`src/design/disc_ram.sv`:
```
// ----------------------------------------------------------------------------
// disc_ram: generic single-port-write, single-port-read ram
// one write and one registered read per cycle
// ----------------------------------------------------------------------------
module disc_ram #(
  parameter int WIDTH = 32,
  parameter int DEPTH = 128,
  parameter int AW    = (DEPTH > 1) ? $clog2(DEPTH) : 1
) (
  input  logic             clk,
  input  logic             we,
  input  logic [AW-1:0]    waddr,
  input  logic [WIDTH-1:0] wdata,
  input  logic             re,
  input  logic [AW-1:0]    raddr,
  output logic [WIDTH-1:0] rdata
);

  logic [WIDTH-1:0] mem [DEPTH];

  always_ff @(posedge clk) begin
    if (we) begin
      mem[waddr] <= wdata;
    end
    if (re) begin
      rdata <= mem[raddr];
    end
  end

endmodule

```
`config.mk`:
```
export PLATFORM = sky130hd
export DESIGN_NAME = disc_ram
export DESIGN_NICKNAME = d
export VERILOG_FILES = /design/src/design/disc_ram.sv
export SDC_FILE = /design/constraint.sdc
export NUM_CORES = 2
export LEC_CHECK = 0
export BUFFER_PORTS_ARGS = -buffer_cell sky130_fd_sc_hd__buf_2
export CAP_MARGIN = 25
export CORE_UTILIZATION = 59
export CTS_BUF_LIST = sky130_fd_sc_hd__clkbuf_2 sky130_fd_sc_hd__clkbuf_4 sky130_fd_sc_hd__clkbuf_8
export DETAILED_ROUTE_END_ITERATION = 10
export GPL_TIMING_DRIVEN = 0
export PLACE_DENSITY = 0.8
export SLEW_MARGIN = 5
export SYNTH_ARGS = -nofsm -noshare
export SYNTH_HDL_FRONTEND = slang
export SYNTH_SLANG_ARGS = --single-unit
```
`constraint.sdc`:
```
create_clock -name clk -period 4.6 [get_ports clk]
set_clock_uncertainty 0.1 [all_clocks]
set_input_delay 0.92 -clock clk [delete_from_list [all_inputs] [get_ports clk]]
set_output_delay 0.92 -clock clk [all_outputs]
set_load 0.02 [all_outputs]
```
==> impl_results.rst <==
.. list-table::
   :header-rows: 1

   * - Metric
     - Value
   * - Final count of pins violating max slew
     - 0
   * - IO Port Bufs
     - 69
   * - Share of the core filled with cells in the final layout
     - 0.680
   * - Flop-to-flop setup slack
     - 1.49 ns
   * - Portion of the clock cycle consumed by the worst path in the final layout
     - 1.06
   * - Yosys warns
     - 0
   * - Arrival time at the worst endpoint
     - 5.58 ns
   * - Count of hold buffers inserted by post-cts repair
     - 0
   * - Final net count
     - 6,951
   * - Total half-perimeter wirelength after legalization and detailed placement
     - 280,000 um
   * - Met3 layer wire length in the routed design
     - 72,700 um
   * - Wire length on met2
     - 226,000 um
   * - Unique masters post-synth
     - 16
   * - DR iter-0 viols
     - 15,000
   * - Share of final-layout standard cells stronger than drive strength 1
     - 0.387
   * - Global-route wire length before repair
     - 593,000 um
   * - Slew of the pin with the lowest slew margin
     - 1.44 ns
   * - Number of instances in the synthesized netlist
     - 5,990
   * - Final std cells w/o fill
     - 11,000
   * - Remaining global-route overflow
     - 0
   * - Worst-path clk slew
     - 0.07 ns
   * - Remaining antenna violation count after routing
     - 0
   * - Area share of the leading cell type in the synthesized netlist
     - 0.792
   * - Cell with the most instances after synthesis
     - sky130_fd_sc_hd__edfxtp_1
   * - Total standard cell area after synthesis
     - 157,000 um^2
   * - Worst skew pair latency
     - 1.13 ns
   * - Pin count of the biggest net entering global routing
     - 103
   * - Wl on met1
     - 136,000 um
   * - Library cell occupying the most area in the post-synthesis netlist
     - sky130_fd_sc_hd__edfxtp_1
   * - Worst-case setup margin in the final layout
     - -0.266 ns
   * - Placed Instances
     - 9,768
   * - CP Capture Type
     - register
   * - Run status
     - finished, violations left
   * - Max-cap viol count
     - 0
   * - Failing checks
     - setup timing
   * - Shortest clock period the worst path allows after layout
     - 4.87 ns
   * - Number of antenna violations at the first check in global routing
     - 80
   * - Total routing usage reported by global routing
     - 0.327
   * - Part of the Yosys area used for sequential elements
     - 0.792
   * - Die outline height
     - 517 um
   * - Crit Path Max Fanout
     - 10
   * - Worst IR drop on VDD
     - 291 uV
   * - Fmax
     - 206 MHz
   * - Most frequent cells after synthesis
     - sky130_fd_sc_hd__edfxtp_1 (4,128), sky130_fd_sc_hd__mux4_2 (1,344), sky130_fd_sc_hd__clkbuf_1 (182)
   * - Highest routed metal layer
     - met5
   * - Post-Place Worst Slack
     - -1.06 ns
   * - Cts repair resizes
     - 0
   * - Total wirelength of the detailed-routed design
     - 471,000 um
   * - Leakage Power
     - 55.2 nW
   * - GPL Wtd Cong
     - 1.03
   * - Cell chosen for the clock root
     - sky130_fd_sc_hd__clkbuf_8
   * - Via count
     - 80,200
   * - Class of the most critical hold timing path
     - primary input to register
   * - Setup violation total in the final timing report
     - 27
   * - Async set-or-reset flop fraction in the synthesized netlist
     - 0
   * - Row count
     - 188
   * - Flops & latches, synth
     - 4,128
   * - Net count of the mapped netlist
     - 6,039
   * - Initial Util
     - 0.595
   * - Area added between synthesis and finish
     - 14.4%
   * - H-tree depth
     - 6
   * - I/O pin count
     - 81
   * - Number of hold-slack violations in the final timing report
     - 0
   * - Most used flip-flop cell after synthesis
     - sky130_fd_sc_hd__edfxtp_1
   * - Critical path start-end classification
     - primary input to register
   * - Number of buffers inserted to repair setup after CTS
     - 0
   * - Horizontal die dimension
     - 517 um
   * - Post-DR wirelength/cell
     - 42.8 um
   * - Overall die area
     - 267,000 um^2
   * - Area contributors post-synth
     - sky130_fd_sc_hd__edfxtp_1 (79%), sky130_fd_sc_hd__mux4_2 (19%), sky130_fd_sc_hd__clkbuf_1 (0.44%)
   * - Number of DRC violations after detailed routing
     - 0
   * - Startpoint types
     - primary input
   * - Number of flops mapped to enable cells by yosys
     - 4,128
   * - Routed via count divided by cell count
     - 7.29
   * - Fin Setup TNS
     - -3.58 ns
   * - Clock tree from TritonCTS
     - done
   * - Max-Slew Margin vs Limit
     - 0.0395
   * - Detailed Routing Iterations Pass 1
     - 10
   * - Power per standard cell area
     - 425 nW/um^2
   * - Mean instance size in the synthesized netlist
     - 26.1 um^2
   * - Via count of the first global-routing pass
     - 77,500
   * - Num CTS Buffers
     - 612
   * - Clock sink count
     - 4,128
   * - Required time of the critical path
     - 5.31 ns
   * - CORE AREA
     - 263,000 um^2
   * - Buffer levels on the longest clock path
     - 4
final cells by class:
type / count / area (um^2)
fillers: 14000 / 84100
repair buffers: 298 / 5050
flip-flops and latches: 4128 / 124000
clock inverters: 280 / 1860
diodes: 122 / 305
plain buffers: 316 / 1350
multi-input cells: 1546 / 32300
well taps: 3515 / 4400
clock buffers: 806 / 9940
per-layer routing:
metal	vias to the layer above	track usage
met4	50	0.188
met2	8813	0.513
met3	1992	0.108
li1	28500	-
met5	-	0.000721
met1	40900	0.404
worst paths after layout:
| check | end | cells past startpoint | start |
|---|---|---|---|
| worst max-delay path | rdata[15]$_DFFE_PP_ | 9 | raddr[2] |
| worst min-delay path | mem[69][30]$_DFFE_PP_ | 1 | wdata[30] |
| worst max register to register | rdata[9]$_DFFE_PP_ | 4 | mem[108][9]$_DFFE_PP_ |
| worst min register to register | rdata[29]$_DFFE_PP_ | 4 | mem[97][29]$_DFFE_PP_ |
cells in the final DEF (no fill, tap or decap):
master | Yosys | final
sky130_fd_sc_hd__or3_1 | 1 | 1
sky130_fd_sc_hd__clkbuf_1 | 182 | 159
sky130_fd_sc_hd__nand3_1 | 12 | 12
sky130_fd_sc_hd__nand2_1 | 14 | 14
sky130_fd_sc_hd__nor3_2 | 0 | 9
sky130_fd_sc_hd__clkbuf_8 | 0 | 621
sky130_fd_sc_hd__buf_12 | 0 | 73
sky130_fd_sc_hd__buf_1 | 50 | 48
sky130_fd_sc_hd__buf_8 | 0 | 29
sky130_fd_sc_hd__mux2_2 | 32 | 32
sky130_fd_sc_hd__buf_6 | 2 | 31
sky130_fd_sc_hd__clkinv_2 | 0 | 72
sky130_fd_sc_hd__clkinv_1 | 0 | 141
sky130_fd_sc_hd__buf_4 | 3 | 50
sky130_fd_sc_hd__clkbuf_2 | 0 | 21
sky130_fd_sc_hd__diode_2 | 0 | 122
sky130_fd_sc_hd__clkinv_4 | 0 | 1
sky130_fd_sc_hd__nand2b_1 | 2 | 2
sky130_fd_sc_hd__nor2_1 | 122 | 3
sky130_fd_sc_hd__mux4_2 | 1344 | 1344
sky130_fd_sc_hd__clkinvlp_4 | 0 | 23
sky130_fd_sc_hd__nand4_1 | 3 | 3
sky130_fd_sc_hd__inv_8 | 0 | 3
sky130_fd_sc_hd__clkbuf_4 | 0 | 186
sky130_fd_sc_hd__inv_6 | 0 | 19
sky130_fd_sc_hd__clkinv_8 | 0 | 3
sky130_fd_sc_hd__buf_2 | 79 | 119
sky130_fd_sc_hd__edfxtp_1 | 4128 | 4128
sky130_fd_sc_hd__bufinv_16 | 0 | 18
sky130_fd_sc_hd__nor2_4 | 0 | 119
sky130_fd_sc_hd__nor2b_1 | 7 | 7
sky130_fd_sc_hd__buf_16 | 0 | 83
through the flow:
stage	area, um^2	hold WS (ns)	power [mW]
after floorplan	157000	0.919	44.5
after global placement	161000	1.07	46.3
after detailed placement	167000	1.12	46.6
after CTS	178000	0.0955	75.2
after global routing	179000	0.142	77.4
final	179000	0.151	76.2
where the power goes:
part	total, mW	switching, mW	internal [mW]
Sequential	41.6	0.0784	41.6
Clock	29.9	14.7	15.2
Combinational	4.64	3.02	1.62
sequential cells by signal (all words and copies together), names as in the netlist:
register	count
mem	4096
rdata	32
kinds of logic after synthesis:
group,count (synthesis),share of synthesized area
flops,4128,0.792
mux,1376,0.196
buf+inv,316,0.00837
simple gates,170,0.00445
critical path, cell delays in order:
cell                       delay [ns]
sky130_fd_sc_hd__clkbuf_1        0.23
sky130_fd_sc_hd__buf_2           0.59
sky130_fd_sc_hd__clkbuf_1        0.47
sky130_fd_sc_hd__buf_8           0.26
sky130_fd_sc_hd__buf_1           0.77
sky130_fd_sc_hd__mux4_2          0.46
sky130_fd_sc_hd__mux4_2          0.58
sky130_fd_sc_hd__mux4_2          0.82
sky130_fd_sc_hd__mux2_2          0.42
Note: power is estimated with default switching activity, not from simulation.
