**src/design/disc_compact.sv**
```systemverilog
// ----------------------------------------------------------------------------
// disc_compact: registered id compaction
// forms (high half << k) + low half, modulo 2^64
// ----------------------------------------------------------------------------
module disc_compact (
  input  logic        clk,
  input  logic        load,
  input  logic [63:0] id,
  input  logic [5:0]  k,
  output logic [63:0] compact
);

  logic [63:0] high_shifted;

  assign high_shifted = {32'b0, id[63:32]} << k;

  always_ff @(posedge clk) begin
    if (load) begin
      compact <= high_shifted + {32'b0, id[31:0]};
    end
  end

endmodule

```
**config.mk**
```make
export PLATFORM = sky130hd
export DESIGN_NAME = disc_compact
export DESIGN_NICKNAME = d
export VERILOG_FILES = /design/src/design/disc_compact.sv
export SDC_FILE = /design/constraint.sdc
export NUM_CORES = 1
export LEC_CHECK = 0
export BUFFER_PORTS_ARGS = -buffer_cell sky130_fd_sc_hd__buf_4
export CAP_MARGIN = 20
export CORE_MARGIN = 2
export CORE_UTILIZATION = 64
export CTS_BUF_LIST = sky130_fd_sc_hd__clkbuf_8
export DETAILED_ROUTE_END_ITERATION = 12
export PLACE_DENSITY = 0.9
export SETUP_SLACK_MARGIN = 0.05
export SLEW_MARGIN = 40
export SYNTH_ARGS = -nofsm -noshare
export SYNTH_HDL_FRONTEND = slang
export SYNTH_SLANG_ARGS = --single-unit
```
**constraint.sdc**
```tcl
create_clock -name clk -period 7.2 [get_ports clk]
set_input_delay 0.36 -clock clk [delete_from_list [all_inputs] [get_ports clk]]
set_output_delay 0.36 -clock clk [all_outputs]
set_load 0.05 [all_outputs]
```
==> reports/metrics.cfg, run 1 <==
[worst_setup_path]
start_kind=primary input
critPathBufInv=1
crit_fanout=59
cp_data_required_time_ps=7320
criticalPathCategory=primary input to flop
cp_slowest_stage_delay_ps=630
crit_chain=buf_4 > mux4_2 > a22oi_1 > a21o_1 > nor2_1 > ha_1 > nand4_1 > nor2_1 > a21boi_0 > o211ai_1 > a2111o_1 > a31oi_2 > and2_1 > nand4_1 > xnor2_1
crit_family=compound AO/OA/AOI/OAI gates
critPathArrivalTime_ps=5270
cp-end-kind=flop
cp_slowest_cell=buf_4

[logic_synthesis]
synth_area_leaders=edfxtp_1 (25%), mux4_2 (6.9%), ha_1 (5.1%)
synth_top_area_share_pct=24.67
yosysWarningCount=0
synthArstFlopShare_pct=0
synth_area_per_cell_um2=9.464
ys_types=92
synth-edff-count=64
yosysSeqAreaShare_pct=24.67
syn-num-nets=928
syn_area_um2=7789
yosys.area.top_type=edfxtp_1
synth_flop_cell=edfxtp_1
synth-seq-cells=64
syn_inst=823

[routing]
routedWlPerCell_um=22.16
vias=7462
via_per_inst=6.954
first_pass_iters=7
drt-total-wl_um=23780
drt-initial-drc-count=1306
drc=0
ant_nets=0

[power]
power_density_nw_per_um2=179.6
power.leakage_nw=3.515
ir_drop_mv=0.1257

[layout]
design_area_um2=8914
largest_register_ffs=64
fin_nets=1026
drive_gt1_share_pct=26.78
n_antenna_cell=0
reg_top3=compact: 64 flops
layout_commonest_cell=buf_4
top_register=compact
area_growth_pct=14.44
most-common-layout-cells=buf_4 (136), nor2_1 (81), nand2_1 (69), edfxtp_1 (64), a21oi_1 (57)

[timing]
final_max_slew_viol_count=0
setup_tns_ps=0
finalSetupViolations=0
finalHoldViolCount=0
worst_pin_slew_ps=827.6
rsz0062_at_grt=no
relSlewSlack_pct=44.83
fmax_mhz=194.0
min_period_ps=5154
fin_crit_sh_pct=71.58

[clocking]
cts-htree-levels=3
cts_buffer_depth=2
cts_setup_buffers=0
numCtsBuffers=9
clock-sinks=64
ctsResizeCount=0
root_buffer=clkbuf_8
path_clk_slew_ps=80
cts_hold_buf=0
cts_tree=done

[placement]
gp_congestion=1.018
port_buffers=135
placed_area_um2=8695
hpwl_um=18150

[die]
dieArea_um2=13070
num_io_pins=136
start_util_pct=65.12
rows=40
fp.dieW_um=114.3
die_height_um=114.3
coreArea_um2=11960

[global_routing]
grt_pass1_wl_um=36630
first_global_vias=6707
grt_max_degree=65
grt_overflow_total=0
grt_usage_pct=36.29
grt_antenna_before_repair=0

[min_path]
hp-class=primary input to flop

[job]
drv_cap=0

[run_status]
outcome=finished clean

==> routing by layer <==
metal	share of wire (%)	GRT usage (%)	vias to the layer above
li1	-	-	3376
met1	41	49.79	3481
met2	46	57.02	531
met3	9.5	5.506	74
met4	4.1	16.59	0
met5	0	0	-
==> power breakdown <==
| part | switching [W] | total (W) | internal, W |
|---|---|---|---|
| combinational | 0.000493 | 0.000761 | 0.000268 |
| clock | 0.000156 | 0.000351 | 0.000195 |
| sequential | 0.0000141 | 0.000488 | 0.000474 |
| total | 0.000663 | 0.00160 | 0.000937 |
==> cell usage after synthesis (4+ instances only) <==
library cell,n
a211oi_1,10
a21boi_0,4
a21o_1,9
a21oi_1,57
a22oi_1,12
a2bb2oi_1,7
a31oi_1,9
and2_1,14
and3_1,4
buf_1,7
buf_2,17
buf_4,5
clkbuf_1,13
edfxtp_1,64
ha_1,32
inv_1,14
mux2_2,35
mux2i_1,30
mux4_1,14
mux4_2,24
nand2_1,69
nand2b_1,12
nand3_1,22
nand4_1,8
nor2_1,81
nor2b_1,15
nor3_1,19
o211ai_1,4
o21ai_0,36
o21bai_1,6
o22ai_1,12
or2_2,7
or3_1,5
xnor2_1,40
xor2_1,18
==> path summary, 6_finish.rpt <==
| check | slack (ps) | depth (start not counted) | startpoint | end |
|---|---|---|---|---|
| min | 270 | 2 | id[0] | compact[0] |
| max | 2050 | 15 | k[0] | compact[49] |
==> final cells by class <==
class / instances / area, um^2
sequential: 64 / 1922
fill: 897 / 3048
inverter: 17 / 63.81
clock buffer: 9 / 123.9
clock inverter: 7 / 95.09
tap: 147 / 183.9
timing repair buffer: 136 / 1021
multi-input combinational: 693 / 5504
==> cell families after synthesis <==
kind of cell	after synthesis	synth area share (%)
buf+inv	66	4.739
simple gates	281	18.57
xor+xnor	58	6.522
fa+ha+maj	33	5.398
flops	64	24.67
compound gates	218	19.52
mux	103	20.58
==> stage by stage <==
stage | hold WS (ps) | power (W) | std cells | util, % | setup WS, ps
after global placement | 658.6 | 0.001228 | 1057 | 72.64 | 1864
after global routing | 287.7 | 0.001657 | 1073 | 74.52 | 1772
final | 274.7 | 0.001601 | 1073 | 74.52 | 2046
after detailed placement | 658.4 | 0.001239 | 1057 | 72.69 | 1821
after floorplan | 472.5 | 0.001027 | 823 | - | 2878
after CTS | 276.5 | 0.001584 | 1073 | 74.52 | 2157
No activity file was read; power rests on OpenSTA's default activity.
==> run 2, diff against run 1 <==
--- a/config.mk
+++ b/config.mk
@@ -8,10 +8,10 @@
 export BUFFER_PORTS_ARGS = -buffer_cell sky130_fd_sc_hd__buf_4
 export CAP_MARGIN = 20
 export CORE_MARGIN = 2
-export CORE_UTILIZATION = 64
+export CORE_UTILIZATION = 59
 export CTS_BUF_LIST = sky130_fd_sc_hd__clkbuf_8
 export DETAILED_ROUTE_END_ITERATION = 12
-export PLACE_DENSITY = 0.9
+export PLACE_DENSITY = 0.83
 export SETUP_SLACK_MARGIN = 0.05
 export SLEW_MARGIN = 40
 export SYNTH_ARGS = -nofsm -noshare
==> constraint.sdc (replaced) <==
create_clock -name clk -period 5 [get_ports clk]
set_input_delay 0.25 -clock clk [delete_from_list [all_inputs] [get_ports clk]]
set_output_delay 0.25 -clock clk [all_outputs]
set_load 0.05 [all_outputs]
==> reports/metrics.cfg, run 2 (synthesis gave the netlist of run 1 again) <==
[job]
drv_cap=0  ; unchanged

[timing]
rsz0062_at_grt=no  ; unchanged
setup_tns_ps=0  ; unchanged
fmax_mhz=221.5
min_period_ps=4515
relSlewSlack_pct=45.47  ; was 44.83%
worst_pin_slew_ps=818.0  ; was 827.6 ps
fin_crit_sh_pct=90.31
finalHoldViolCount=0  ; unchanged
finalSetupViolations=0  ; unchanged
final_max_slew_viol_count=0  ; unchanged

[worst_setup_path]
critPathArrivalTime_ps=4630  ; was 5270 ps
cp_slowest_cell=a2111o_1  ; was buf_4
setup.worst_path.end=compact[49]  ; unchanged
criticalPathCategory=primary input to flop  ; unchanged
critPathLaunch=k[0]  ; unchanged
cp-end-kind=flop  ; unchanged
crit_chain=buf_4 > buf_4 > mux2i_1 > a22oi_1 > a41o_1 > nor2b_1 > ha_1 > nand4_1 > nor2_1 > a21boi_1 > o211ai_1 > a2111o_1 > a31oi_2 > and2_1 > nand4_1 > xnor2_1  ; was buf_4 > mux4_2 > a22oi_1 > a21o_1 > nor2_1 > ha_1 > nand4_1 > nor2_1 > a21boi_0 > o211ai_1 > a2111o_1 > a31oi_2 > and2_1 > nand4_1 > xnor2_1
start_kind=primary input  ; unchanged
cp_slowest_stage_delay_ps=500  ; was 630 ps
cp_data_required_time_ps=5110  ; was 7320 ps
crit_fanout=23  ; was 59

[clocking]
cts_buffer_depth=2  ; unchanged
cts_setup_buffers=0  ; unchanged
root_buffer=clkbuf_8  ; unchanged
cts_tree=done  ; unchanged
path_clk_slew_ps=80  ; about the same
clock-sinks=64  ; unchanged
cts-htree-levels=3  ; unchanged
ctsResizeCount=0  ; unchanged
cts_hold_buf=0  ; unchanged
numCtsBuffers=9  ; unchanged

[placement]
port_buffers=135  ; unchanged
hpwl_um=18980  ; was 18150 um
gp_congestion=1.002  ; was 1.018

[routing]
via_per_inst=6.794  ; was 6.954
drt-initial-drc-count=966  ; was 1306
first_pass_iters=8  ; was 7
routedWlPerCell_um=22.12  ; was 22.16 um
drt-total-wl_um=24770  ; was 23780 um
ant_nets=0  ; unchanged
vias=7609  ; was 7462
drc=0  ; unchanged

[die]
rows=41  ; was 40
coreArea_um2=12770  ; was 11960 um^2
fp.dieW_um=118.9  ; was 114.3 um
start_util_pct=60.98  ; was 65.12%
num_io_pins=136  ; unchanged
die_height_um=118.9  ; was 114.3 um
dieArea_um2=14140  ; was 13070 um^2

[layout]
fillers=1029  ; was 897
top_register=compact  ; unchanged
most-common-layout-cells=buf_4 (157), nor2_1 (81), nand2_1 (69), edfxtp_1 (64), a21oi_1 (57)  ; was buf_4 (136), nor2_1 (81), nand2_1 (69), edfxtp_1 (64), a21oi_1 (57)
layout_commonest_cell=buf_4  ; unchanged
drive_gt1_share_pct=28.06  ; was 26.78%
fin_nets=1048  ; was 1026
area_growth_pct=17.56  ; was 14.44%
n_antenna_cell=0  ; unchanged
largest_register_ffs=64  ; unchanged
reg_top3=compact: 64 flops  ; unchanged

[power]
power.total_w=0.002412  ; was 0.001601 W
ir_drop_mv=0.2110  ; was 0.1257 mV
power_density_nw_per_um2=263.5  ; was 179.6 nW/um^2
power.leakage_nw=3.645  ; was 3.515 nW

[min_path]
hp-class=primary input to flop  ; unchanged
holdCritStartpoint=id[0]  ; unchanged

[global_routing]
grt_max_degree=65  ; unchanged
grt_antenna_before_repair=0  ; unchanged
grt_overflow_total=0  ; unchanged
first_global_vias=6886  ; was 6707
grt_pass1_wl_um=38540  ; was 36630 um
grt_usage_pct=34.80  ; was 36.29%

[run_status]
outcome=finished clean  ; unchanged

-- run 2: cell types whose count changed in the layout (fill, tap and decap cells not counted), moves of 2 or more --
| cell | previous run | this run |
|---|---|---|
| buf_4 | 136 | 157 |
| inv_1 | 13 | 15 |
| bufinv_16 | 2 | 4 |
| clkinv_2 | 2 | 0 |
-- run 2: cell type report --
type | instances | area, um^2 | area share, %
well taps | 172 | 215.2 | 2.350
flip-flops and latches | 64 | 1922 | 20.99
multi-input cells | 693 | 5498 | 60.04
clock buffers | 9 | 123.9 | 1.353
clock inverters | 7 | 135.1 | 1.476
repair buffers | 158 | 1199 | 13.09
inverters | 17 | 63.81 | 0.6969
-- run 2: worst min path at each step --
stage	cells past startpoint	slack, ps	endpoint
final	2	190	compact[0]
after global routing	2	190	compact[0]
after CTS	2	190	compact[0]
after detailed placement	2	580	compact[0]
after global placement	2	570	compact[0]
after floorplan	0	360	compact[0]
-- run 2: per-stage QoR --
step / cell area, um^2 / setup slack [ps] / util (%) / cells / hold WS, ps
after floorplan: 7789 / 788.2 / - / 823 / 362.5
after global placement: 8897 / 224.7 / 69.65 / 1104 / 571.8
after detailed placement: 8897 / 93.65 / 69.65 / 1104 / 577.2
after CTS: 9156 / 456.3 / 71.68 / 1120 / 186.3
after global routing: 9156 / 134.0 / 71.68 / 1120 / 191.7
final: 9156 / 484.7 / 71.68 / 1120 / 190.8
-- run 2: metal layers --
| metal | global-route usage, % | part of all wire, % |
|---|---|---|
| met3 | 7.807 | 12 |
| met2 | 55.06 | 46 |
| met4 | 11.38 | 3.0 |
| met1 | 47.43 | 39 |
| met5 | 0 | 0 |
-- run 2: worst max-delay path: cells and delay by family --
kind                       cells  cell delay, ps
adders and majority gates      1             400
AOI/OAI and AO/OA              6            1790
buffers and inverters          2             610
xor gates and xnor gates       1             170
muxes                          1             300
and+or+nand+nor                5            1080
-- run 2: where the power goes --
group	switching, W	internal (W)	total (W)
clock	0.000216	0.000378	0.000593
combinational	0.000717	0.000400	0.00112
sequential	0.0000187	0.000683	0.000701
total	0.000951	0.00146	0.00241
